<file path="src/rtl/crp_pkg.sv">
// Shared types and constants of the color ramp interpolator.
// Depends on nothing; every other file in rtl imports it.
package crp_pkg;

   localparam int POS_W      = 16;
   localparam int CHAN_W     = 16;
   localparam int NUM_W      = 32;
   localparam int COUNT_W    = 3;
   localparam int CSR_IDX_W  = 3;
   localparam int CSR_DATA_W = 64;

   // Register indexes of the configuration port.
   localparam logic [CSR_IDX_W-1:0] CSR_STOP_COUNT = 3'd0;
   localparam logic [CSR_IDX_W-1:0] CSR_STOP_FIRST = 3'd1;

   localparam logic [COUNT_W-1:0] COUNT_RESET = 3'd2;
   localparam logic [COUNT_W-1:0] COUNT_MIN   = 3'd2;

   // Channel order inside a packed color, highest first as in the stop word.
   localparam int CH_RED   = 2;
   localparam int CH_GREEN = 1;
   localparam int CH_BLUE  = 0;

   typedef logic [CHAN_W-1:0] chan_type;
   typedef chan_type [2:0] color_type;
   typedef logic [NUM_W-1:0] num_type;

   typedef struct packed {
      logic signed [POS_W-1:0] pos;
      color_type               color;
   } stop_type;

   // Operands of the blend: colors of both stops, their weights and the divisor.
   typedef struct packed {
      color_type         lo;
      color_type         hi;
      logic [POS_W-1:0]  wlo;
      logic [POS_W-1:0]  whi;
      logic [POS_W-1:0]  div;
   } blend_type;

   // Rounded numerators of all three channels and the shared divisor.
   typedef struct packed {
      num_type [2:0]     num;
      logic [POS_W-1:0]  div;
   } frac_type;

endpackage

</file>
<file path="src/rtl/crp_mac.sv">
// Weighted sum of the two stop colors plus the rounding term, per channel.
// Two register stages: products, then sum. Depends on crp_pkg.
module crp_mac (
   input  logic                clock,
   input  logic                reset,
   input  logic                en,
   input  logic                in_valid,
   input  crp_pkg::blend_type  in_blend,
   output logic                out_valid,
   output crp_pkg::frac_type   out_frac
);
   import crp_pkg::*;

   num_type [2:0]    prod_lo_in, prod_hi_in, prod_lo_ff, prod_hi_ff;
   logic [POS_W-1:0] div_ff;
   logic             prod_valid_ff;
   frac_type         frac_in, frac_ff;
   logic             frac_valid_ff;

   always_comb begin
      for (int c = 0; c < 3; c++) begin
         prod_lo_in[c] = NUM_W'(in_blend.lo[c]) * NUM_W'(in_blend.wlo);
         prod_hi_in[c] = NUM_W'(in_blend.hi[c]) * NUM_W'(in_blend.whi);
      end
   end

   always_ff @(posedge clock) begin
      if (reset) begin
         prod_valid_ff <= 1'b0;
      end else if (en) begin
         prod_valid_ff <= in_valid;
      end
   end

   always_ff @(posedge clock) begin
      if (en) begin
         prod_lo_ff <= prod_lo_in;
         prod_hi_ff <= prod_hi_in;
         div_ff     <= in_blend.div;
      end
   end

   // The sum stays below 2^32: the weights add up to the divisor.
   always_comb begin
      for (int c = 0; c < 3; c++) begin
         frac_in.num[c] = prod_lo_ff[c] + prod_hi_ff[c] + NUM_W'(div_ff >> 1);
      end
      frac_in.div = div_ff;
   end

   always_ff @(posedge clock) begin
      if (reset) begin
         frac_valid_ff <= 1'b0;
      end else if (en) begin
         frac_valid_ff <= prod_valid_ff;
      end
   end

   always_ff @(posedge clock) begin
      if (en) begin
         frac_ff <= frac_in;
      end
   end

   assign out_valid = frac_valid_ff;
   assign out_frac  = frac_ff;

endmodule

</file>
<file path="config.mk">
export PLATFORM = sky130hd
export DESIGN_NAME = crp_mac
export DESIGN_NICKNAME = d
export VERILOG_FILES = /design/src/rtl/crp_pkg.sv /design/src/rtl/crp_mac.sv
export SDC_FILE = /design/constraint.sdc
export NUM_CORES = 2
export LEC_CHECK = 0
export BUFFER_PORTS_ARGS = -buffer_cell sky130_fd_sc_hd__buf_4
export CAP_MARGIN = 25
export CORE_MARGIN = 2
export CORE_UTILIZATION = 43
export DETAILED_ROUTE_END_ITERATION = 6
export GPL_TIMING_DRIVEN = 0
export MAX_ROUTING_LAYER = met4
export PLACE_DENSITY_LB_ADDON = 0.25
export SLEW_MARGIN = 0
export SYNTH_ARGS = -nofsm -noshare
export SYNTH_HDL_FRONTEND = slang
export SYNTH_SLANG_ARGS = --single-unit
</file>
<file path="constraint.sdc">
create_clock -name clock -period 12.15 [get_ports clock]
set_input_delay 1.8225 -clock clock [delete_from_list [all_inputs] [get_ports clock]]
set_output_delay 1.8225 -clock clock [all_outputs]
set_load 0.05 [all_outputs]
</file>
==> flow_summary.ini <==
[timing]
period_share_pct = 77.4
rsz0062_at_grt = false
fin_setup_tns_ns = 0
slew_headroom_pct = 21.5
finalHoldViolations = 0
skew_ns = 0.0218
slew_viol_final = 0
worst_pin_slew_ns = 1.18
layout_min_cycle_time_ns = 9.41
max_freq_mhz = 106
final-setup-viol-count = 0

[place]
place.gp.congestion = 0.972
hpwl_mm = 168
io_buffers = 228

[hold_path]
hold_path_class = register to register
worstHoldPathCells = 0

[floorplanning]
core_region_area_sq_um = 152000
die-area_sq_um = 157000
dieHeight_um = 396
rows = 143
initial_utilization_pct = 43.4
die_w_um = 396
ios = 261

[grt]
grt_start_max_net_pins = 122
antenna_found_initial = 30
grt_pass1_wl_mm = 312
grt_pass1_vias = 51500
grt_use_total_pct = 27.2
grt_overflow = 0

[clock_tree]
cts.path.max_buffers = 3
post_cts_buffers = 0
cts_resized = 0
clkTransAtPathRegs_ns = 0.06
ctsHoldBuffers = 0
cts-root-buf = clkbuf_16
tritoncts = done
cts_made_buffers = 34
insertion_delay_ns = 0.57
cts_sinks = 322
h-tree-depth = 2

[run]
maxCapViolCount = 0

[detailed_routing]
firstDrtPassIters = 6
wl_per_cell_um = 21.9
drc = 0
wl_mm = 203
avgViaCountPerCell = 5.29
initialDrtViolationCount = 3871
vias = 49000
ant_nets = 0

[outcome]
status = completed

[worst_setup_path]
cp_common_cell = fa_1
cp.required_ns = 12.45
critPathArrivalTime_ns = 9.71
cpPeakStageDelay_ns = 0.89
crit_chain = clkbuf_1, clkbuf_1, and2_1, fa_1, inv_1, fa_1, fa_1, fa_1, inv_1, fa_1, inv_1, fa_1, inv_1, ha_1, a21o_1, a21o_1, a221oi_1, a21oi_1, o21ai_1, o211ai_1, or4_1, a31o_2, a21oi_1, xnor2_1
start_kind = primary input
critPathBufInv = 6
critPathSlowestCell = clkbuf_1
critPathTopFamily = adder cells
path_depth = 24
cp-end-kind = register
path_max_fanout = 10
r2r_cells = 14
critical_path_class = primary input to register

[logic_synthesis]
ys_warn_count = 0
synth_edf_count = 320
ys_ff_latch = 322
synth_area_sq_um = 66100
ys_types = 72
synthFlopType = edfxtp_1
synthArstFlopShare_pct = 0
syn_inst = 6921
avgSynthCellArea_sq_um = 9.56
syn-num-nets = 9043
ys_seq_area_share_pct = 14.6

[finish]
layout_commonest_cell = inv_1
mostFrequentLayoutCells = inv_1 (1,420), fa_1 (1,212), nand2_1 (936)
nets = 9318
drive_gt1_share_pct = 4.46
utilization_pct = 47.1
area_growth_pct = 8.51
## cell type report
class / instances / area, sq um
Fill cell: 14500 / 80500
Multi-Input combinational cell: 4903 / 50100
Sequential cell: 322 / 9650
Inverter: 1420 / 5330
Tap cell: 2030 / 2540
Timing Repair Buffer: 239 / 1910
Buffer: 276 / 1040
Clock buffer: 41 / 898
Clock inverter: 19 / 248
Antenna cell: 13 / 32.5
## logic make-up (layout without fill, tap and decap cells)
kind of cell | count (synthesis) | after routing | share of synthesized area (%)
and+or+nand+nor | 1988 | 1988 | 14.6
adders and majority gates | 1974 | 1974 | 51.1
AOI/OAI and AO/OA | 694 | 694 | 6.78
muxes | 2 | 2 | 0.0303
buffers and inverters | 1696 | 1995 | 9.62
DFF | 322 | 322 | 14.6
xor gates and xnor gates | 245 | 245 | 3.24
other | 0 | 13 | 0
## cell usage after synthesis (all sizes together) (28+ instances only)
| master | count | area share, % |
|---|---|---|
| a21oi | 229 | 1.7 |
| nor2b | 36 | 0.34 |
| and2 | 700 | 6.6 |
| o21ai | 116 | 0.88 |
| nand2 | 936 | 5.3 |
| clkbuf | 275 | 1.6 |
| o21bai | 30 | 0.34 |
| a21o | 115 | 1.3 |
| nor2 | 146 | 0.83 |
| nand2b | 32 | 0.30 |
| xnor2 | 186 | 2.5 |
| a211oi | 28 | 0.33 |
| inv | 1420 | 8.1 |
| xor2 | 59 | 0.78 |
| fa | 1212 | 37 |
| edfxtp | 320 | 15 |
| o21a | 38 | 0.43 |
| nand3 | 35 | 0.26 |
| ha | 762 | 14 |
## layer usage
| metal | global-route usage [%] | routed length [um] | up-vias |
|---|---|---|---|
| met1 | 36.0 | 85600 | 24800 |
| met3 | 4.07 | 15500 | 384 |
| li1 | - | - | 21900 |
| met2 | 42.3 | 92700 | 1877 |
| met4 | 10.3 | 9250 | 0 |
| met5 | - | 0 | - |
## registers in the layout, indices dropped and copies added (netlist names)
signal,count
out_frac,112
out_valid,1
prod_lo_ff,96
prod_valid_ff,1
prod_hi_ff,96
div_ff,16
## per-stage QoR
stage	setup WS (ns)	instance area (sq um)	std cells	hold slack, ns
finish	2.74	71800	9263	0.432
detailed placement	2.18	70500	9184	0.427
floorplan	3.99	66100	6921	0.400
global route	2.56	71800	9261	0.453
global placement	2.27	70400	9179	0.408
CTS	2.77	71700	9244	0.442
## path summary, 6_finish.rpt
check / start / end / slack [ns]
max: in_blend[38] / prod_lo_ff[60] / 2.74
min: div_ff[0] / out_frac[0] / 0.43
max reg2reg: div_ff[2] / out_frac[47] / 7.09
min reg2reg: div_ff[0] / out_frac[0] / 0.43
Power is left out: the tool's default activity adds up to more than one toggle a clock period on the data nets, which glitch-free logic cannot reach.
