<file path="src/rtl/crp_pkg.sv">
// Shared types and constants of the color ramp interpolator.
// Depends on nothing; every other file in rtl imports it.
package crp_pkg;

   localparam int POS_W      = 16;
   localparam int CHAN_W     = 16;
   localparam int NUM_W      = 32;
   localparam int COUNT_W    = 3;
   localparam int CSR_IDX_W  = 3;
   localparam int CSR_DATA_W = 64;

   // Register indexes of the configuration port.
   localparam logic [CSR_IDX_W-1:0] CSR_STOP_COUNT = 3'd0;
   localparam logic [CSR_IDX_W-1:0] CSR_STOP_FIRST = 3'd1;

   localparam logic [COUNT_W-1:0] COUNT_RESET = 3'd2;
   localparam logic [COUNT_W-1:0] COUNT_MIN   = 3'd2;

   // Channel order inside a packed color, highest first as in the stop word.
   localparam int CH_RED   = 2;
   localparam int CH_GREEN = 1;
   localparam int CH_BLUE  = 0;

   typedef logic [CHAN_W-1:0] chan_type;
   typedef chan_type [2:0] color_type;
   typedef logic [NUM_W-1:0] num_type;

   typedef struct packed {
      logic signed [POS_W-1:0] pos;
      color_type               color;
   } stop_type;

   // Operands of the blend: colors of both stops, their weights and the divisor.
   typedef struct packed {
      color_type         lo;
      color_type         hi;
      logic [POS_W-1:0]  wlo;
      logic [POS_W-1:0]  whi;
      logic [POS_W-1:0]  div;
   } blend_type;

   // Rounded numerators of all three channels and the shared divisor.
   typedef struct packed {
      num_type [2:0]     num;
      logic [POS_W-1:0]  div;
   } frac_type;

endpackage

</file>
<file path="src/rtl/crp_div.sv">
// Pipelined restoring divider, one quotient bit per stage for all three channels.
// Depends on crp_pkg.
module crp_div (
   input  logic                clock,
   input  logic                reset,
   input  logic                en,
   input  logic                in_valid,
   input  crp_pkg::frac_type   in_frac,
   output logic                out_valid,
   output crp_pkg::color_type  out_quot
);
   import crp_pkg::*;

   localparam int QUO_W = CHAN_W;

   num_type [2:0]    rem_ff [QUO_W];
   color_type        quo_ff [QUO_W];
   logic [POS_W-1:0] div_ff [QUO_W];
   logic [QUO_W-1:0] valid_ff;

   for (genvar s = 0; s < QUO_W; s++) begin : g_stage
      localparam int BIT = QUO_W - 1 - s;

      num_type [2:0]    src_rem, rem_in;
      color_type        src_quo, quo_in;
      logic [POS_W-1:0] src_div;
      logic             src_valid;
      num_type          div_shift;

      if (s == 0) begin : g_first
         assign src_rem   = in_frac.num;
         assign src_quo   = '0;
         assign src_div   = in_frac.div;
         assign src_valid = in_valid;
      end else begin : g_next
         assign src_rem   = rem_ff[s-1];
         assign src_quo   = quo_ff[s-1];
         assign src_div   = div_ff[s-1];
         assign src_valid = valid_ff[s-1];
      end

      // The numerator is below 2^16 times the divisor, so sixteen bits suffice.
      always_comb begin
         div_shift = NUM_W'(src_div) << BIT;
         for (int c = 0; c < 3; c++) begin
            if (src_rem[c] >= div_shift) begin
               rem_in[c] = src_rem[c] - div_shift;
               quo_in[c] = {src_quo[c][QUO_W-2:0], 1'b1};
            end else begin
               rem_in[c] = src_rem[c];
               quo_in[c] = {src_quo[c][QUO_W-2:0], 1'b0};
            end
         end
      end

      always_ff @(posedge clock) begin
         if (reset) begin
            valid_ff[s] <= 1'b0;
         end else if (en) begin
            valid_ff[s] <= src_valid;
         end
      end

      always_ff @(posedge clock) begin
         if (en) begin
            rem_ff[s] <= rem_in;
            quo_ff[s] <= quo_in;
            div_ff[s] <= src_div;
         end
      end
   end

   assign out_valid = valid_ff[QUO_W-1];
   assign out_quot  = quo_ff[QUO_W-1];

endmodule

</file>
<file path="config.mk">
export PLATFORM = sky130hd
export DESIGN_NAME = crp_div
export DESIGN_NICKNAME = d
export VERILOG_FILES = /design/src/rtl/crp_pkg.sv /design/src/rtl/crp_div.sv
export SDC_FILE = /design/constraint.sdc
export NUM_CORES = 2
export LEC_CHECK = 0
export BUFFER_PORTS_ARGS = -buffer_cell sky130_fd_sc_hd__buf_2
export CORE_UTILIZATION = 65
export DETAILED_ROUTE_END_ITERATION = 6
export GPL_ROUTABILITY_DRIVEN = 0
export PLACE_DENSITY = 0.82
export REMOVE_ABC_BUFFERS = 1
export SLEW_MARGIN = 5
export SYNTH_ARGS = -nofsm -noshare
export SYNTH_HDL_FRONTEND = slang
export SYNTH_SLANG_ARGS = --single-unit
</file>
<file path="constraint.sdc">
create_clock -name clock -period 7.7 [get_ports clock]
set_input_delay 0.77 -clock clock [delete_from_list [all_inputs] [get_ports clock]]
set_output_delay 0.77 -clock clock [all_outputs]
set_load 0.01 [all_outputs]
</file>
==> flow_metrics.env <==
export IMPL_outcome="completed"
export IMPL_wl_met2_mm=144
export IMPL_drt_pass1_iterations=7
export IMPL_drt_iter0_drc=7702
export IMPL_start_util=0.657
export IMPL_avgViaCountPerCell=6.37
export IMPL_cts_sinks=2104
export IMPL_leakage_nw=47.4
export IMPL_port_buffers=164
export IMPL_multi_input_area_sq_um=49100
export IMPL_worstPathCellList="inv_1 > ha_1 > nor2b_1 > o31a_1 > o21ai_0 > a2111oi_0 > a2111oi_0 > o21ai_0 > a41o_1 > nor3_1 > xor2_1"
export IMPL_setup_tns_ps=0
export IMPL_fin_cells=12600
export IMPL_worst_ep_required_time_ps=8320
export IMPL_finish_utilization=0.718
export IMPL_end_kind="flop"
export IMPL_grt_first_pass_wirelength_mm=442
export IMPL_cts_max_level=4
export IMPL_arrival_ps=5480
export IMPL_die_width_um=422
export IMPL_synth_edf_count=2088
export IMPL_worst_path_buf_inv=1
export IMPL_cp_startpoint="div_ff[0][49]"
export IMPL_cp_slowest_cell="a2111oi_0"
export IMPL_yosysSeqAreaShare=0.550
export IMPL_p_per_area_nw_per_um2=362
export IMPL_synthToLayoutAreaGrowth_pct=9.25
export IMPL_grt_pass1_vias=80800
export IMPL_clockPowerShare=0.222
export IMPL_grt_usage=0.321
export IMPL_gr_total_overflow=0
export IMPL_ff2ff_path_depth=11
export IMPL_cpPeakStageDelay_ps=1020
export IMPL_seqPwrFrac=0.403
export IMPL_min_delay_start="in_frac[16]"
export IMPL_drive_above_1_share=0.0792
export IMPL_regToRegEndpoint="rem_ff[0][478]"
export IMPL_crit_family="compound AO/OA/AOI/OAI gates"
export IMPL_final_cell_mix="edfxtp_1 (2088), ha_1 (768), nor2_1 (740)"
export IMPL_synth_xor_area_frac=0.0671
export IMPL_synthMuxAreaShare=0.0201
export IMPL_final_hold_violation_count=0
export IMPL_wl_met1_mm=93.4
export IMPL_ys_ff_latch=2104
export IMPL_period_share=0.631
export IMPL_hp_class="input port to flop"
export IMPL_setup_viol=0
export IMPL_synth_adder_area_share=0.0916
export IMPL_dpl_hpwl_mm=215
export IMPL_numCtsBuffers=207
export IMPL_synthFlopType="edfxtp_1"
export IMPL_final_common_cell="edfxtp_1"
export IMPL_cts_tree="built"
export IMPL_fmax_mhz=206
export IMPL_cts_setup_buffers=0
export IMPL_switchingPower_mw=16.2
export IMPL_die_area_sq_um=178000
export IMPL_yosys_area_share_simple=0.122
export IMPL_syn_inst=9864
export IMPL_totalWireLength_mm=289
export IMPL_clk_latency_ps=910
export IMPL_rsz0062_at_grt="false"
export IMPL_ios=165
export IMPL_switching_share=0.358
export IMPL_clk_pin_slew_ps=70
export IMPL_fin_skew_ps=51.2
export IMPL_top_layer_used="met5"
export IMPL_worst_pin_slew_ps=1220
export IMPL_cp_max_fo=5
export IMPL_cts_resized_gates=0
export IMPL_nFillCells=11200
export IMPL_synth_area_leaders="edfxtp_1 (55%), ha_1 (8.4%), xnor2_1 (3.8%)"
export IMPL_async_flop_share=0
export IMPL_combinationalPowerShare=0.375
export IMPL_drc_errors=0
export IMPL_cp_num_cells=11
export IMPL_slew_violations=0
export IMPL_netlist_area_sq_um=115000
export IMPL_dp_cells=12200
export IMPL_synth_largest_area_cell="edfxtp_1"
export IMPL_synth_top_family_by_area="compound AO/OA/AOI/OAI gates"
export IMPL_final_net_count=11100
export IMPL_cts_root_buffer="clkbuf_16"
export IMPL_core_sq_um=175000
export IMPL_grt_start_max_net_pins=218
export IMPL_clockBufferDepth=3
export IMPL_vias=80500
export IMPL_antenna_found_initial=7
export IMPL_timing_rr_start="div_ff[0][49]"
export IMPL_yosysWarningCount=0
export IMPL_ys_types=97
export IMPL_reg2reg_slack_ps=2840
export IMPL_worstSetupEndpoint="rem_ff[0][478]"
export IMPL_hold_depth=1
export IMPL_num_rows=153
export IMPL_yosysTopAreaCellShare=0.547
export IMPL_synth_compound_area_share=0.126
export IMPL_ant_nets=0
export IMPL_dr_wl_met3_mm=15.5
export IMPL_avgRoutedWirePerCell_um=22.9
export IMPL_intPower_mw=29.1
export IMPL_cap_viol_max_count=0
export IMPL_crit_path_start_kind="flop"
export IMPL_seq_area_sq_um=63000
export IMPL_hold_buffers=0
export IMPL_ir_drop_mv=0.301
export IMPL_worstSetupPathType="flop to flop"
export IMPL_period_needed_ps=4860
export IMPL_slew_headroom=0.185
export IMPL_die_y_um=422
export IMPL_avgSynthCellArea_sq_um=11.6
## routing by layer
layer / vias to the layer above / track usage
li1: 37500 / -
met3: 1387 / 0.0488
met4: 2 / 0.333
met2: 3939 / 0.572
met5: - / 0
met1: 37700 / 0.305
## worst register-to-register path: cells and delay by family, from the launching register on
family	cells	cell delay [ps]
AO/OA/AOI/OAI	6	3150
XOR/XNOR	1	90
adder cells (fa/ha/maj)	1	300
buffers and inverters	1	150
flip-flops	1	520
AND/OR/NAND/NOR	2	360
## through the flow
stage | hold WS, ps | instance area, sq um | total power [mW] | setup slack [ps]
after global placement | 402 | 118000 | 33.8 | 3190
after floorplan | 400 | 114000 | 29.9 | 3010
final | 46.2 | 125000 | 45.3 | 2840
after detailed placement | 405 | 118000 | 34.6 | 3090
after CTS | 6.66 | 125000 | 44.8 | 3020
after global routing | 33.6 | 125000 | 47.6 | 2740
## state kept, by name (all words and copies together) (netlist names)
register and cells:
rem_ff 1440, div_ff 240, g_stage.src_valid 15, quo_ff 408, out_valid 1
## synth_stat cells (142+ instances only)
| library cell | instances |
|---|---|
| xor2_1 | 380 |
| nor2_1 | 741 |
| a21o_1 | 268 |
| clkbuf_1 | 151 |
| xnor2_1 | 498 |
| nand2b_1 | 142 |
| nand3_1 | 155 |
| o21ai_0 | 621 |
| nor4_1 | 144 |
| nor3_1 | 253 |
| nand2_1 | 714 |
| inv_1 | 530 |
| edfxtp_1 | 2088 |
| a21oi_1 | 715 |
| nor2b_1 | 143 |
| ha_1 | 768 |
| mux2_2 | 172 |
## cells by family after synthesis
kind of cell    after synthesis
compound gates             2332
xor+xnor                    878
fa+ha+maj                   813
buf+inv                     711
flops                      2104
mux                         207
simple gates               2819
## worst min-delay path by stage
stage and endpoint:
4_1_cts rem_ff[0][44], 6_report rem_ff[0][0], 3_5_place_dp quo_ff[0][273], 2_1_floorplan quo_ff[0][113]
5_1_grt rem_ff[0][1], 3_3_place_gp quo_ff[1][250]
## cell type report
class	count	area share
Tap cell	2325	0.0232
Sequential cell	2104	0.503
Timing Repair Buffer	228	0.0113
Clock buffer	244	0.0428
Multi-Input combinational cell	7049	0.392
Antenna cell	2	0.0000399
Clock inverter	143	0.0119
Inverter	535	0.0160
## power by group through the flow
| stage | clock, mW | combinational (mW) | sequential [mW] |
|---|---|---|---|
| finish | 10.1 | 17.0 | 18.3 |
| global route | 10.6 | 18.5 | 18.5 |
| CTS | 10.2 | 16.5 | 18.1 |
| detailed placement | 0 | 16.3 | 18.3 |
| global placement | 0 | 15.6 | 18.2 |
| floorplan | 0 | 12.3 | 17.6 |
Note: power is estimated with default switching activity, not from simulation.
