$ cat src/rtl/crp_pkg.sv
// Shared types and constants of the color ramp interpolator.
// Depends on nothing; every other file in rtl imports it.
package crp_pkg;

   localparam int POS_W      = 16;
   localparam int CHAN_W     = 16;
   localparam int NUM_W      = 32;
   localparam int COUNT_W    = 3;
   localparam int CSR_IDX_W  = 3;
   localparam int CSR_DATA_W = 64;

   // Register indexes of the configuration port.
   localparam logic [CSR_IDX_W-1:0] CSR_STOP_COUNT = 3'd0;
   localparam logic [CSR_IDX_W-1:0] CSR_STOP_FIRST = 3'd1;

   localparam logic [COUNT_W-1:0] COUNT_RESET = 3'd2;
   localparam logic [COUNT_W-1:0] COUNT_MIN   = 3'd2;

   // Channel order inside a packed color, highest first as in the stop word.
   localparam int CH_RED   = 2;
   localparam int CH_GREEN = 1;
   localparam int CH_BLUE  = 0;

   typedef logic [CHAN_W-1:0] chan_type;
   typedef chan_type [2:0] color_type;
   typedef logic [NUM_W-1:0] num_type;

   typedef struct packed {
      logic signed [POS_W-1:0] pos;
      color_type               color;
   } stop_type;

   // Operands of the blend: colors of both stops, their weights and the divisor.
   typedef struct packed {
      color_type         lo;
      color_type         hi;
      logic [POS_W-1:0]  wlo;
      logic [POS_W-1:0]  whi;
      logic [POS_W-1:0]  div;
   } blend_type;

   // Rounded numerators of all three channels and the shared divisor.
   typedef struct packed {
      num_type [2:0]     num;
      logic [POS_W-1:0]  div;
   } frac_type;

endpackage

$ cat src/rtl/crp_select.sv
// Stop selection: finds the enclosing stop pair and forms the blend weights.
// Two register stages. Depends on crp_pkg.
module crp_select #(
   parameter int NUM_STOPS = 6
) (
   input  logic                                 clock,
   input  logic                                 reset,
   input  logic                                 en,
   input  logic                                 in_valid,
   input  logic signed [crp_pkg::POS_W-1:0]     in_position,
   input  crp_pkg::stop_type [NUM_STOPS-1:0]    stops,
   input  logic [crp_pkg::COUNT_W-1:0]          stop_count,
   output logic                                 out_valid,
   output crp_pkg::blend_type                   out_blend
);
   import crp_pkg::*;

   localparam logic [COUNT_W-1:0] COUNT_MAX = COUNT_W'(NUM_STOPS);

   typedef struct packed {
      stop_type                lo;
      stop_type                hi;
      logic signed [POS_W-1:0] pos;
      logic                    direct;
   } pick_type;

   logic [COUNT_W-1:0] count_eff;
   stop_type           last_stop;
   pick_type           pick_in, pick_ff;
   logic               pick_valid_ff;
   blend_type          blend_in, blend_ff;
   logic               blend_valid_ff;
   logic signed [POS_W:0] span_full, off_full;
   logic [POS_W-1:0]   span, off;

   always_comb begin
      if (stop_count < COUNT_MIN) begin
         count_eff = COUNT_MIN;
      end else if (stop_count > COUNT_MAX) begin
         count_eff = COUNT_MAX;
      end else begin
         count_eff = stop_count;
      end
   end

   always_comb begin
      last_stop = stops[0];
      for (int k = 0; k < NUM_STOPS; k++) begin
         if (COUNT_W'(k) == count_eff - COUNT_W'(1)) begin
            last_stop = stops[k];
         end
      end
   end

   // Later assignments win, so the lowest enclosing pair and the clamps take priority.
   always_comb begin
      pick_in.lo     = '0;
      pick_in.hi     = '0;
      pick_in.pos    = in_position;
      pick_in.direct = 1'b1;
      for (int i = NUM_STOPS - 2; i >= 0; i--) begin
         if (COUNT_W'(i + 1) < count_eff && stops[i].pos <= in_position &&
             in_position <= stops[i+1].pos) begin
            pick_in.lo     = stops[i];
            pick_in.hi     = stops[i+1];
            pick_in.direct = 1'b0;
         end
      end
      if (in_position >= last_stop.pos) begin
         pick_in.lo     = last_stop;
         pick_in.direct = 1'b1;
      end
      if (in_position <= stops[0].pos) begin
         pick_in.lo     = stops[0];
         pick_in.direct = 1'b1;
      end
   end

   always_ff @(posedge clock) begin
      if (reset) begin
         pick_valid_ff <= 1'b0;
      end else if (en) begin
         pick_valid_ff <= in_valid;
      end
   end

   always_ff @(posedge clock) begin
      if (en) begin
         pick_ff <= pick_in;
      end
   end

   // A direct color or a zero-width pair passes the lower color through a divide by one.
   always_comb begin
      span_full = {pick_ff.hi.pos[POS_W-1], pick_ff.hi.pos} -
                  {pick_ff.lo.pos[POS_W-1], pick_ff.lo.pos};
      off_full  = {pick_ff.pos[POS_W-1], pick_ff.pos} -
                  {pick_ff.lo.pos[POS_W-1], pick_ff.lo.pos};
      span      = span_full[POS_W-1:0];
      off       = off_full[POS_W-1:0];
      blend_in.lo = pick_ff.lo.color;
      blend_in.hi = pick_ff.hi.color;
      if (pick_ff.direct || span == '0) begin
         blend_in.wlo = POS_W'(1);
         blend_in.whi = '0;
         blend_in.div = POS_W'(1);
      end else begin
         blend_in.wlo = span - off;
         blend_in.whi = off;
         blend_in.div = span;
      end
   end

   always_ff @(posedge clock) begin
      if (reset) begin
         blend_valid_ff <= 1'b0;
      end else if (en) begin
         blend_valid_ff <= pick_valid_ff;
      end
   end

   always_ff @(posedge clock) begin
      if (en) begin
         blend_ff <= blend_in;
      end
   end

   assign out_valid = blend_valid_ff;
   assign out_blend = blend_ff;

endmodule

$ cat config.mk
export PLATFORM = sky130hd
export DESIGN_NAME = crp_select
export DESIGN_NICKNAME = d
export VERILOG_FILES = /design/src/rtl/crp_pkg.sv /design/src/rtl/crp_select.sv
export SDC_FILE = /design/constraint.sdc
export NUM_CORES = 1
export LEC_CHECK = 0
export BUFFER_PORTS_ARGS = -buffer_cell sky130_fd_sc_hd__buf_2
export CAP_MARGIN = 20
export CORE_MARGIN = 1.5
export CORE_UTILIZATION = 30
export DETAILED_ROUTE_END_ITERATION = 7
export PLACE_DENSITY_LB_ADDON = 0.05
export SLEW_MARGIN = 10
export SYNTH_ARGS = -nofsm -noshare
export SYNTH_HDL_FRONTEND = slang
export SYNTH_SLANG_ARGS = --single-unit
$ cat constraint.sdc
create_clock -name clock -period 10.05 [get_ports clock]
set_input_delay 2.01 -clock clock [delete_from_list [all_inputs] [get_ports clock]]
set_output_delay 2.01 -clock clock [all_outputs]
set_load 0.005 [all_outputs]
==> flow_summary_export.csv <==
group,metric,value,unit
critical_path,reg2reg_depth,15,
synth,synth_top_area_cell,"edfxtp_1",
critical_path,endpoint_kind,"register",
clocking,cts_sinks,291,
final_layout,seq_area,0.00872,mm²
global_route,grt_usage,27.0,%
clocking,holdBufCountCts,0,
power,p_switching,1.96,mW
clocking,clock_latency,560,ps
floorplanning,die_x,272,µm
floorplanning,core_area,0.0717,mm²
sta,slew_headroom,23.6,%
global_route,antenna_found_initial,56,
synth,syn_area_per_cell,9.24,µm²
synth,synthArstFlopShare,0,%
power,leakage,11.1,nW
power,switching_share,36.8,%
clocking,cts_root_buffer,"clkbuf_16",
synth,synthDistinctLibCells,73,
run_status,status,"completed",
placement,portBuffers,551,
floorplanning,initial_core_util,30.4,%
clocking,clk_pin_slew,60,ps
synth,synthTopCellsByCount,"edfxtp_1, a21oi_1, nor2_1",
min_path,hp-class,"register to register",
final_layout,multi_input_area,0.0119,mm²
critical_path,worst_ep_required_time,10420,ps
detailed_routing,drt_wl_total,105000,µm
synth,synth_area,0.0218,mm²
synth,synth_top_area_share,39.8,%
synth,synthCells,2357,
sta,period_needed,7410,ps
global_route,grt_pass1_wl,149000,µm
power,intPower,3.37,mW
floorplanning,rows,98,
sta,fin_tns_setup,0,ps
power,p_seq_share,32.7,%
synth,yosysWarnings,0,
sta,rsz0062_at_grt,"no",
sta,hold_viol,0,
critical_path,cp_max_fo,40,
power,p_per_area,199,mW/mm²
sta,tightest_slew,1140,ps
sta,fin_ws,2640,ps
detailed_routing,firstDrtPassIters,6,
critical_path,cp-start-kind,"primary input",
sta,finalClockSkew,19.7,ps
synth,ys.flop_type,"edfxtp_1",
synth,synthesis.nets,2924,
detailed_routing,dr_total_vias,21900,
sta,finalSetupViolCount,0,
final_layout,drive_gt1_share,24.3,%
global_route,grt_pass1_vias,21400,
synth,ys_seq_area_share,40.0,%
placement,place_inst,3711,
floorplanning,ios,552,
clocking,cts_tree,"yes",
final_layout,fillers,7442,
min_path,hold_depth,0,
sta,fin_crit_sh,73.8,%
clocking,cts.htree.levels,2,
synth,synth_edf_count,289,
final_layout,design_area,0.0268,mm²
final_layout,layoutNonFillerInstCount,3816,
global_route,overflow,0,
detailed_routing,wl_per_cell,27.5,µm
detailed_routing,via_per_inst,5.74,
sta,slew_viol_final,0,
clocking,clockBufferDepth,3,
final_layout,area_delta_synth_final,22.9,%
detailed_routing,drc,0,
final_layout,fin_nets,3371,
power,peakVddDrop,0.000165,V
synth,synth_top_cells_by_area,"edfxtp_1, ha_1, a21oi_1",
sta,max_freq,135,MHz
placement,dpl_cell_area,0.0254,mm²
floorplanning,die_y,272,µm
placement,place.gp.congestion,0.936,
critical_path,worst-setup-path-type,"primary input to register",
critical_path,arrival,7780,ps
detailed_routing,ant_nets,0,
clocking,cts-resized-gates,0,
floorplanning,die_area,0.0743,mm²
global_route,grt_max_degree,178,
clocking,cts_setup_buffers,0,
placement,hpwl,76700,µm
job,cap_violations,0,
synth,synth_seq_cells,291,
power,combPwrFrac,39.9,%
clocking,cts_inserted_buffers,41,
placement,pre_cts_slack,2060,ps
synth,yosysMostFrequentCell,"edfxtp_1",
power,p_clk_share,27.4,%
detailed_routing,drtIter0Drc,1873,
-- cell type report --
class,count,area share (%)
clock inverters,26,0.911
clock buffers,48,4.01
inverters,139,1.95
well taps,950,4.44
multi-input cells,1749,44.6
diodes,31,0.290
flip-flops and latches,291,32.6
repair buffers,582,11.3
-- layer usage --
layer / track usage (%) / up-vias / part of all wire, %
met1: 35.5 / 10600 / 43
li1: - / 10000 / -
met2: 43.0 / 982 / 46
met3: 6.72 / 217 / 7.7
met5: 0 / - / 0.30
met4: 9.71 / 48 / 3.3
-- metrics by stage --
stage	hold WS (ps)	total power, mW	utilization (%)
4_1_cts	414	5.38	37.2
3_3_place_gp	401	3.87	35.4
2_1_floorplan	400	3.10	-
6_report	414	5.33	37.3
3_5_place_dp	405	3.89	35.4
5_1_grt	420	5.66	37.3
-- kinds of logic after synthesis --
| family | Yosys count | share of synthesized area, % |
|---|---|---|
| buf+inv | 317 | 5.77 |
| flops | 291 | 40.0 |
| xor+xnor | 40 | 1.64 |
| compound gates | 960 | 30.1 |
| mux | 52 | 2.39 |
| simple gates | 537 | 10.8 |
| fa+ha+maj | 160 | 9.29 |
-- power groups by stage --
stage               Clock (mW)  Sequential, mW  Combinational, mW
finish                    1.46            1.74               2.13
global route              1.54            1.76               2.36
CTS                       1.51            1.75               2.13
detailed placement           0            1.77               2.12
global placement             0            1.77               2.10
floorplan                    0            1.74               1.35
-- registers in the layout (all words and copies together), names as in the netlist --
| signal | count |
|---|---|
| out_blend | 144 |
| blend_in | 96 |
| pick_ff | 49 |
| out_valid | 1 |
| pick_valid_ff | 1 |
-- placed cells by master (no fill, tap or decap), types with 31 or more instances in the layout --
| master | synthesis | routed |
|---|---|---|
| inv_1 | 139 | 139 |
| nor2_1 | 207 | 203 |
| a221o_1 | 88 | 88 |
| o21ai_0 | 206 | 206 |
| ha_1 | 157 | 157 |
| o31ai_1 | 61 | 61 |
| a21oi_1 | 209 | 208 |
| a22oi_1 | 58 | 58 |
| edfxtp_1 | 289 | 289 |
| o211ai_1 | 53 | 53 |
| nand2_1 | 188 | 185 |
| mux2i_1 | 52 | 52 |
| diode_2 | 0 | 31 |
| buf_2 | 32 | 550 |
| a211oi_1 | 69 | 69 |
| a221oi_1 | 32 | 32 |
| clkbuf_16 | 0 | 42 |
| o32ai_1 | 32 | 32 |
| nor3_1 | 33 | 33 |
-- worst max-delay path, cell delays in order --
cell and delay [ps]:
buf_2 130, inv_1 100, or3_1 420, ha_1 330, nand4_1 560, a211oi_1 400
a21oi_1 60, a211oi_1 230, a21oi_1 90, ha_1 330, a21o_1 180, a21o_1 170
a211oi_1 250, o221ai_1 160, a2111oi_0 530, o22a_1 520, nor2b_1 250, nand2_2 250
buf_4 390, o31ai_1 370
-- final timing paths --
| check | from | end | slack, ps |
|---|---|---|---|
| max | stop_count[2] | blend_in[100] | 2640 |
| min | blend_in[92] | out_blend[92] | 410 |
| max reg2reg | pick_ff[65] | out_blend[36] | 5800 |
| min reg2reg | blend_in[92] | out_blend[92] | 410 |
Power figures use the tool's default switching activity.
